<file path="src/rtl/core/crm_pkg.sv">
`default_nettype none

package crm_pkg;

   localparam int MAX_PORTS  = 8;
   localparam int STRIDE     = 8;
   localparam int MATRIX_W   = 64;
   localparam int PAIRS_W    = 4;
   localparam int CSR_ADDR_W = 2;
   localparam int CSR_DATA_W = 32;

   typedef logic [MATRIX_W-1:0] matrix_type;
   typedef logic [PAIRS_W-1:0]  pairs_type;

   typedef enum logic [1:0] {
      MODE_FIXED       = 2'd0,
      MODE_ROUND_ROBIN = 2'd1,
      MODE_ISLIP       = 2'd2
   } mode_type;

   localparam logic [CSR_ADDR_W-1:0] CSR_MODE_ADDR = '0;

endpackage

`default_nettype wire

</file>
<file path="src/rtl/core/crm_if.sv">
`default_nettype none

interface crm_req_if;
   logic                valid;
   logic                ready;
   crm_pkg::matrix_type request_matrix;

   modport source (output valid, output request_matrix, input ready);
   modport sink   (input valid, input request_matrix, output ready);
endinterface

interface crm_rsp_if;
   logic                valid;
   logic                ready;
   crm_pkg::matrix_type match_matrix;
   crm_pkg::pairs_type  matched_pairs;

   modport source (output valid, output match_matrix, output matched_pairs, input ready);
   modport sink   (input valid, input match_matrix, input matched_pairs, output ready);
endinterface

`default_nettype wire

</file>
<file path="src/rtl/core/crossbar_round_robin_matcher.sv">
// An input register and a result register lie between item accept and result valid.
// Throughput: one request matrix per cycle unless rsp.ready stalls; grant and
// accept arbitration and the pointer update all complete in the single stage
// between the two registers. Reset (synchronous, active high): pipeline empty, all
// grant and accept pointers zero, mode register zero (MODE_FIXED).
`default_nettype none

module crossbar_round_robin_matcher #(
   parameter int PORTS = 8
) (
   input  wire logic                           clock,
   input  wire logic                           reset,
   crm_req_if.sink                             req,
   crm_rsp_if.source                           rsp,
   input  wire logic                           csr_psel,
   input  wire logic                           csr_penable,
   input  wire logic                           csr_pwrite,
   input  wire logic [crm_pkg::CSR_ADDR_W-1:0] csr_paddr,
   input  wire logic [crm_pkg::CSR_DATA_W-1:0] csr_pwdata,
   output logic      [crm_pkg::CSR_DATA_W-1:0] csr_prdata,
   output logic                                csr_pready
);

   import crm_pkg::*;

   localparam int PW = $clog2(PORTS);

   logic [1:0] mode_raw_ff;
   mode_type   mode;

   logic       req_vld_ff;
   matrix_type req_ff;
   logic       rsp_vld_ff;
   matrix_type match_ff;
   pairs_type  pairs_ff;

   logic [PW-1:0] gnt_ptr_ff [PORTS];
   logic [PW-1:0] gnt_ptr_in [PORTS];
   logic [PW-1:0] acc_ptr_ff [PORTS];
   logic [PW-1:0] acc_ptr_in [PORTS];

   logic          gnt_vld [PORTS];
   logic [PW-1:0] gnt_idx [PORTS];
   logic          acc_vld [PORTS];
   logic [PW-1:0] acc_out [PORTS];

   matrix_type match_in;
   pairs_type  pairs_in;

   logic advance;
   logic fire;
   logic csr_wr;

   // configuration
   assign csr_pready = 1'b1;
   assign csr_wr     = csr_psel & csr_penable & csr_pwrite & (csr_paddr == CSR_MODE_ADDR);
   assign mode       = mode_type'(mode_raw_ff);

   always_comb begin
      csr_prdata = '0;
      if (csr_paddr == CSR_MODE_ADDR) begin
         csr_prdata[1:0] = mode_raw_ff;
      end
   end

   always_ff @(posedge clock) begin
      if (reset) begin
         mode_raw_ff <= 2'd0;
      end else if (csr_wr) begin
         mode_raw_ff <= csr_pwdata[1:0];
      end
   end

   // handshake
   assign advance   = ~rsp_vld_ff | rsp.ready;
   assign fire      = req_vld_ff & advance;
   assign req.ready = ~req_vld_ff | advance;

   assign rsp.valid         = rsp_vld_ff;
   assign rsp.match_matrix  = match_ff;
   assign rsp.matched_pairs = pairs_ff;

   // grant, accept and pointer update
   always_comb begin
      int cand;
      int cnt;
      cand = 0;
      cnt  = 0;
      match_in = '0;

      for (int o = 0; o < PORTS; o++) begin
         gnt_vld[o] = 1'b0;
         gnt_idx[o] = '0;
         for (int k = 0; k < PORTS; k++) begin
            cand = int'(gnt_ptr_ff[o]) + k;
            if (cand >= PORTS) begin
               cand = cand - PORTS;
            end
            if (!gnt_vld[o] && req_ff[cand*STRIDE + o]) begin
               gnt_vld[o] = 1'b1;
               gnt_idx[o] = PW'(cand);
            end
         end
      end

      for (int i = 0; i < PORTS; i++) begin
         acc_vld[i]    = 1'b0;
         acc_out[i]    = '0;
         acc_ptr_in[i] = acc_ptr_ff[i];
         for (int k = 0; k < PORTS; k++) begin
            cand = int'(acc_ptr_ff[i]) + k;
            if (cand >= PORTS) begin
               cand = cand - PORTS;
            end
            if (!acc_vld[i] && gnt_vld[cand] && (gnt_idx[cand] == PW'(i))) begin
               acc_vld[i] = 1'b1;
               acc_out[i] = PW'(cand);
            end
         end
         if (acc_vld[i]) begin
            match_in[i*STRIDE + int'(acc_out[i])] = 1'b1;
            cnt = cnt + 1;
            acc_ptr_in[i] = (int'(acc_out[i]) == PORTS-1) ? '0 : acc_out[i] + 1'b1;
         end
      end
      pairs_in = PAIRS_W'(cnt);

      for (int o = 0; o < PORTS; o++) begin
         gnt_ptr_in[o] = gnt_ptr_ff[o];
         case (mode)
            MODE_ROUND_ROBIN: begin
               if (gnt_vld[o]) begin
                  gnt_ptr_in[o] = (int'(gnt_idx[o]) == PORTS-1) ? '0 : gnt_idx[o] + 1'b1;
               end
            end
            MODE_ISLIP: begin
               if (gnt_vld[o] && acc_vld[gnt_idx[o]] && (acc_out[gnt_idx[o]] == PW'(o))) begin
                  gnt_ptr_in[o] = (int'(gnt_idx[o]) == PORTS-1) ? '0 : gnt_idx[o] + 1'b1;
               end
            end
            default: begin
               gnt_ptr_in[o] = gnt_ptr_ff[o];
            end
         endcase
      end
   end

   // input register
   always_ff @(posedge clock) begin
      if (reset) begin
         req_vld_ff <= 1'b0;
      end else if (req.ready) begin
         req_vld_ff <= req.valid;
      end
   end

   always_ff @(posedge clock) begin
      if (req.valid && req.ready) begin
         req_ff <= req.request_matrix;
      end
   end

   // result register
   always_ff @(posedge clock) begin
      if (reset) begin
         rsp_vld_ff <= 1'b0;
      end else if (advance) begin
         rsp_vld_ff <= req_vld_ff;
      end
   end

   always_ff @(posedge clock) begin
      if (fire) begin
         match_ff <= match_in;
         pairs_ff <= pairs_in;
      end
   end

   // pointers
   always_ff @(posedge clock) begin
      if (reset) begin
         for (int p = 0; p < PORTS; p++) begin
            gnt_ptr_ff[p] <= '0;
            acc_ptr_ff[p] <= '0;
         end
      end else if (fire) begin
         for (int p = 0; p < PORTS; p++) begin
            gnt_ptr_ff[p] <= gnt_ptr_in[p];
            acc_ptr_ff[p] <= acc_ptr_in[p];
         end
      end
   end

endmodule

`default_nettype wire
</file>
<file path="src/flat_wrapper.sv">
// flat-port wrapper written by rule: the top's interface ports become plain ports
module crossbar_round_robin_matcher_flat import crm_pkg::*;
#(
   parameter int PORTS = 8
)
  (clock, reset, csr_psel, csr_penable, csr_pwrite, csr_paddr, csr_pwdata, csr_prdata, csr_pready, req_valid, req_request_matrix, req_ready, rsp_valid, rsp_match_matrix, rsp_matched_pairs, rsp_ready);
  crm_req_if req_i ();
  crm_rsp_if rsp_i ();
  input  wire logic clock;
  input  wire logic reset;
  input  wire logic csr_psel;
  input  wire logic csr_penable;
  input  wire logic csr_pwrite;
  input  wire logic [crm_pkg::CSR_ADDR_W-1:0] csr_paddr;
  input  wire logic [crm_pkg::CSR_DATA_W-1:0] csr_pwdata;
  output logic      [crm_pkg::CSR_DATA_W-1:0] csr_prdata;
  output logic csr_pready;
  input wire logic [$bits(req_i.valid)-1:0] req_valid;
  input wire logic [$bits(req_i.request_matrix)-1:0] req_request_matrix;
  output wire logic [$bits(req_i.ready)-1:0] req_ready;
  output wire logic [$bits(rsp_i.valid)-1:0] rsp_valid;
  output wire logic [$bits(rsp_i.match_matrix)-1:0] rsp_match_matrix;
  output wire logic [$bits(rsp_i.matched_pairs)-1:0] rsp_matched_pairs;
  input wire logic [$bits(rsp_i.ready)-1:0] rsp_ready;
  assign req_i.valid = req_valid;
  assign req_i.request_matrix = req_request_matrix;
  assign req_ready = req_i.ready;
  assign rsp_valid = rsp_i.valid;
  assign rsp_match_matrix = rsp_i.match_matrix;
  assign rsp_matched_pairs = rsp_i.matched_pairs;
  assign rsp_i.ready = rsp_ready;
  crossbar_round_robin_matcher #(.PORTS(PORTS)) u_core (.clock(clock), .reset(reset), .req(req_i), .rsp(rsp_i), .csr_psel(csr_psel), .csr_penable(csr_penable), .csr_pwrite(csr_pwrite), .csr_paddr(csr_paddr), .csr_pwdata(csr_pwdata), .csr_prdata(csr_prdata), .csr_pready(csr_pready));
endmodule
</file>
<file path="config.mk">
export PLATFORM = sky130hd
export DESIGN_NAME = crossbar_round_robin_matcher_flat
export DESIGN_NICKNAME = d
export VERILOG_FILES = /design/src/rtl/core/crm_pkg.sv /design/src/rtl/core/crm_if.sv /design/src/rtl/core/crossbar_round_robin_matcher.sv /design/src/flat_wrapper.sv
export SDC_FILE = /design/constraint.sdc
export NUM_CORES = 1
export LEC_CHECK = 0
export BUFFER_PORTS_ARGS = -buffer_cell sky130_fd_sc_hd__buf_2
export CAP_MARGIN = 5
export CORE_ASPECT_RATIO = 0.8
export CORE_UTILIZATION = 49
export CTS_BUF_LIST = sky130_fd_sc_hd__clkbuf_2
export CTS_CLUSTER_DIAMETER = 50
export DETAILED_ROUTE_END_ITERATION = 10
export PLACE_DENSITY = 0.67
export SLEW_MARGIN = 20
export SYNTH_ARGS = -nofsm -noshare
export SYNTH_HDL_FRONTEND = slang
export SYNTH_SLANG_ARGS = --single-unit
</file>
<file path="constraint.sdc">
create_clock -name clock -period 27.6 [get_ports clock]
set_clock_uncertainty 0.05 [all_clocks]
set_input_delay 1.38 -clock clock [delete_from_list [all_inputs] [get_ports clock]]
set_output_delay 1.38 -clock clock [all_outputs]
set_load 0.005 [all_outputs]
</file>
==> load_flow_metrics.sql <==
INSERT INTO impl_metrics (metric_group, metric, value, unit) VALUES
('clocking', 'cts_tree', 'yes', ''),
('sta', 'worst_slew_margin_rel', '0.1622', ''),
('global_routing', 'antenna_found_initial', '3', ''),
('sta', 'period_minus_slack', '11.69', 'ns'),
('routing', 'route.vias.total', '24920', ''),
('sta', 'final_cycle_share', '0.4234', ''),
('placed_design', 'buffer_ports.inserted', '146', ''),
('clocking', 'cts.reportedPaths.clkPinSlew', '0.39', 'ns'),
('die', 'rows', '73', ''),
('routing', 'detailedRoute.firstPassIterationCount', '6', ''),
('final_layout', 'final_design_area_no_fill', '26450', 'sq um'),
('global_routing', 'first_global_vias', '22910', ''),
('final_layout', 'multi_input_area', '18380', 'sq um'),
('critical_path', 'critPathSlowestCell', 'sky130_fd_sc_hd__a2111oi_0', ''),
('clocking', 'ctsHoldBuffers', '0', ''),
('critical_path', 'worst-path-buf-inv', '3', ''),
('routing', 'final_antenna_net_count', '0', ''),
('die', 'ioPinCount', '208', ''),
('sta', 'grt_setup_unrepaired', 'no', ''),
('yosys', 'post_synth_instance_area', '25200', 'sq um'),
('critical_path', 'cp-end-kind', 'flip-flop', ''),
('sta', 'setup-violations-final', '0', ''),
('placed_design', 'routabilityCongestion', '1.015', ''),
('critical_path', 'crit_path_max_fanout', '20', ''),
('sta', 'maxClockFrequency', '85.58', 'MHz'),
('final_layout', 'commonest_cells_after_routing_fill_and_taps_aside', 'sky130_fd_sc_hd__nor2_1 (215), sky130_fd_sc_hd__nand2_1 (200), sky130_fd_sc_hd__edfxtp_1 (180), sky130_fd_sc_hd__mux4_2 (154), sky130_fd_sc_hd__buf_2 (146)', ''),
('routing', 'vias_per_cell', '7.173', ''),
('critical_path', 'cp-start-kind', 'flip-flop', ''),
('final_layout', 'final_common_cell', 'sky130_fd_sc_hd__nor2_1', ''),
('final_layout', 'nNetsFinal', '2949', ''),
('yosys', 'total_number_of_yosys_warnings', '0', ''),
('global_routing', 'gr-total-overflow', '0', ''),
('status', 'run_status', 'completed', ''),
('critical_path', 'arrival_worst_endpoint', '12.54', 'ns'),
('sta', 'drv_slew', '0', ''),
('die', 'initial_core_util', '0.5017', ''),
('die', 'floorplan.die.height', '204.9', 'um'),
('global_routing', 'grt_max_degree', '72', ''),
('placed_design', 'dpl_cell_area', '26160', 'sq um'),
('clocking', 'worstSkewPairLatency', '1.17', 'ns'),
('critical_path', 'crit_path_leading_delay_family', 'compound AO/OA/AOI/OAI gates', ''),
('critical_path', 'timing.critical_path.slowest_cell_delay', '1.05', 'ns'),
('critical_path', 'setup.worst_path.class', 'flip-flop to flip-flop', ''),
('clocking', 'ctsResizeCount', '0', ''),
('yosys', 'synth.distinct_cells', '142', ''),
('global_routing', 'grt.total_usage', '0.3324', ''),
('routing', 'post_drt_wl_per_cell', '25.51', 'um'),
('final_layout', 'area_growth', '4.954', '%'),
('routing', 'first_iter_violations', '3458', ''),
('final_layout', 'nFillCells', '4544', ''),
('placed_design', 'dp_worst_setup_slack', '16.35', 'ns'),
('placed_design', 'detailed_place_hpwl', '65.88', 'mm'),
('routing', 'drc', '0', ''),
('die', 'die-area', '52350', 'sq um'),
('final_layout', 'drive_gt1_frac', '0.1979', ''),
('run', 'number_of_max_cap_violations', '0', ''),
('clocking', 'sinks_on_the_clock_net', '184', ''),
('critical_path', 'critical_path_source', 'u_core.gnt_ptr_ff[1][3]', ''),
('critical_path', 'cp.required', '28.46', 'ns'),
('routing', 'wl', '88.63', 'mm'),
('worst_hold_path', 'min-delay-start', 'req_request_matrix[25]', ''),
('yosys', 'post_synth.cell_area_avg', '9.155', 'sq um'),
('yosys', 'number_of_instances_in_the_synthesized_netlist', '2753', ''),
('clocking', 'cts_made_buffers', '17', ''),
('worst_hold_path', 'hold_class', 'input pin to flip-flop', ''),
('yosys', 'yosysSeqAreaShare', '0.2176', ''),
('yosys', 'async_flop_share', '0', ''),
('yosys', 'synth-main-ff-cell', 'sky130_fd_sc_hd__edfxtp_1', ''),
('sta', 'hold_violations_final', '0', ''),
('clocking', 'ctsLongestPathBuffers', '2', ''),
('final_layout', 'seqCellArea', '5485', 'sq um');
synth_stat cells, types with 15 or more instances:
library cell,instances,area (sq um)
sky130_fd_sc_hd__a31oi_1,37,231.5
sky130_fd_sc_hd__ha_1,63,788.3
sky130_fd_sc_hd__o2111ai_1,20,175.2
sky130_fd_sc_hd__nor3_1,89,445.4
sky130_fd_sc_hd__nand3_1,69,345.3
sky130_fd_sc_hd__buf_4,41,307.8
sky130_fd_sc_hd__xor2_1,18,157.7
sky130_fd_sc_hd__a22oi_1,18,135.1
sky130_fd_sc_hd__xnor2_1,31,271.5
sky130_fd_sc_hd__o21a_1,28,210.2
sky130_fd_sc_hd__buf_2,30,150.1
sky130_fd_sc_hd__a211o_1,16,140.1
sky130_fd_sc_hd__nand4_1,40,250.2
sky130_fd_sc_hd__and2_1,47,294.0
sky130_fd_sc_hd__a221oi_1,21,183.9
sky130_fd_sc_hd__o32ai_1,18,157.7
sky130_fd_sc_hd__o21ai_0,93,465.5
sky130_fd_sc_hd__clkbuf_1,116,435.4
sky130_fd_sc_hd__o21bai_1,16,120.1
sky130_fd_sc_hd__nand2_1,200,750.7
sky130_fd_sc_hd__nor2b_1,38,237.7
sky130_fd_sc_hd__mux2i_1,133,1331
sky130_fd_sc_hd__nor3b_1,32,240.2
sky130_fd_sc_hd__o211ai_1,27,202.7
sky130_fd_sc_hd__or2_2,18,112.6
sky130_fd_sc_hd__o221ai_1,21,183.9
sky130_fd_sc_hd__mux4_2,154,3468
sky130_fd_sc_hd__mux2_2,72,810.8
sky130_fd_sc_hd__nand2b_1,46,287.8
sky130_fd_sc_hd__nor2_1,215,807.0
sky130_fd_sc_hd__inv_1,88,330.3
sky130_fd_sc_hd__o22ai_1,29,181.4
sky130_fd_sc_hd__nor4_1,64,400.4
sky130_fd_sc_hd__a211oi_1,49,367.9
sky130_fd_sc_hd__a22o_1,15,131.4
sky130_fd_sc_hd__a21o_1,28,210.2
sky130_fd_sc_hd__a21oi_1,91,455.4
sky130_fd_sc_hd__and3_1,39,244.0
sky130_fd_sc_hd__edfxtp_1,180,5405
logic make-up (layout without fill, tap and decap cells):
group | Yosys count | in the layout | share of synthesized area
multiplexers | 368 | 368 | 0.2270
XOR/XNOR | 53 | 53 | 0.02016
buffers and inverters | 319 | 331 | 0.05744
AND/OR/NAND/NOR | 1013 | 1013 | 0.2169
other | 2 | 36 | 0.0002980
flip-flops | 184 | 184 | 0.2176
AO/OA/AOI/OAI | 751 | 751 | 0.2293
adder cells (fa/ha/maj) | 63 | 63 | 0.03128
area by class of cell:
class / instances / share of cell area
multi-input cells: 2279 / 0.6949
inverters: 112 / 0.01589
well taps: 675 / 0.03193
diodes: 5 / 0.0004730
repair buffers: 187 / 0.03954
clock buffers: 17 / 0.003217
flip-flops and latches: 184 / 0.2074
clock inverters: 15 / 0.006670
layer usage:
metal	GRT usage	wire, um	share of wire	up-vias
li1	-	-	-	11030
met1	0.4540	36700	0.41	12230
met2	0.5163	39340	0.44	1481
met3	0.07795	9940	0.11	178
met4	0.1138	2634	0.030	2
met5	0	13	0.00015	-
sequential cells by signal, indices dropped and copies added, names as in the netlist:
register / flops
u_core.req_ff: 64
u_core.rsp.match_matrix: 64
u_core.acc_ptr_ff: 24
u_core.gnt_ptr_ff: 24
u_core.rsp.matched_pairs: 4
u_core.mode: 2
u_core.req_vld_ff: 1
u_core.rsp.valid: 1
path summary, 6_finish.rpt:
check	endpoint	slack, ns	cells past startpoint
min reg2reg	u_core.rsp.valid	0.49	2
min	u_core.req_ff[25]	0.29	1
max	u_core.rsp.matched_pairs[3]	15.91	33
max reg2reg	u_core.rsp.matched_pairs[3]	15.91	33
stage by stage:
stage / instances / hold slack [ns] / util
floorplan: 2782 / 0.4368 / -
global placement: 3436 / 0.4500 / 0.5208
detailed placement: 3436 / 0.4610 / 0.5208
CTS: 3468 / 0.1786 / 0.5260
global route: 3474 / 0.2048 / 0.5266
finish: 3474 / 0.2858 / 0.5266
Power is not shown: default switching activity piles up to over one toggle a cycle in this logic, so the estimate is an artifact.
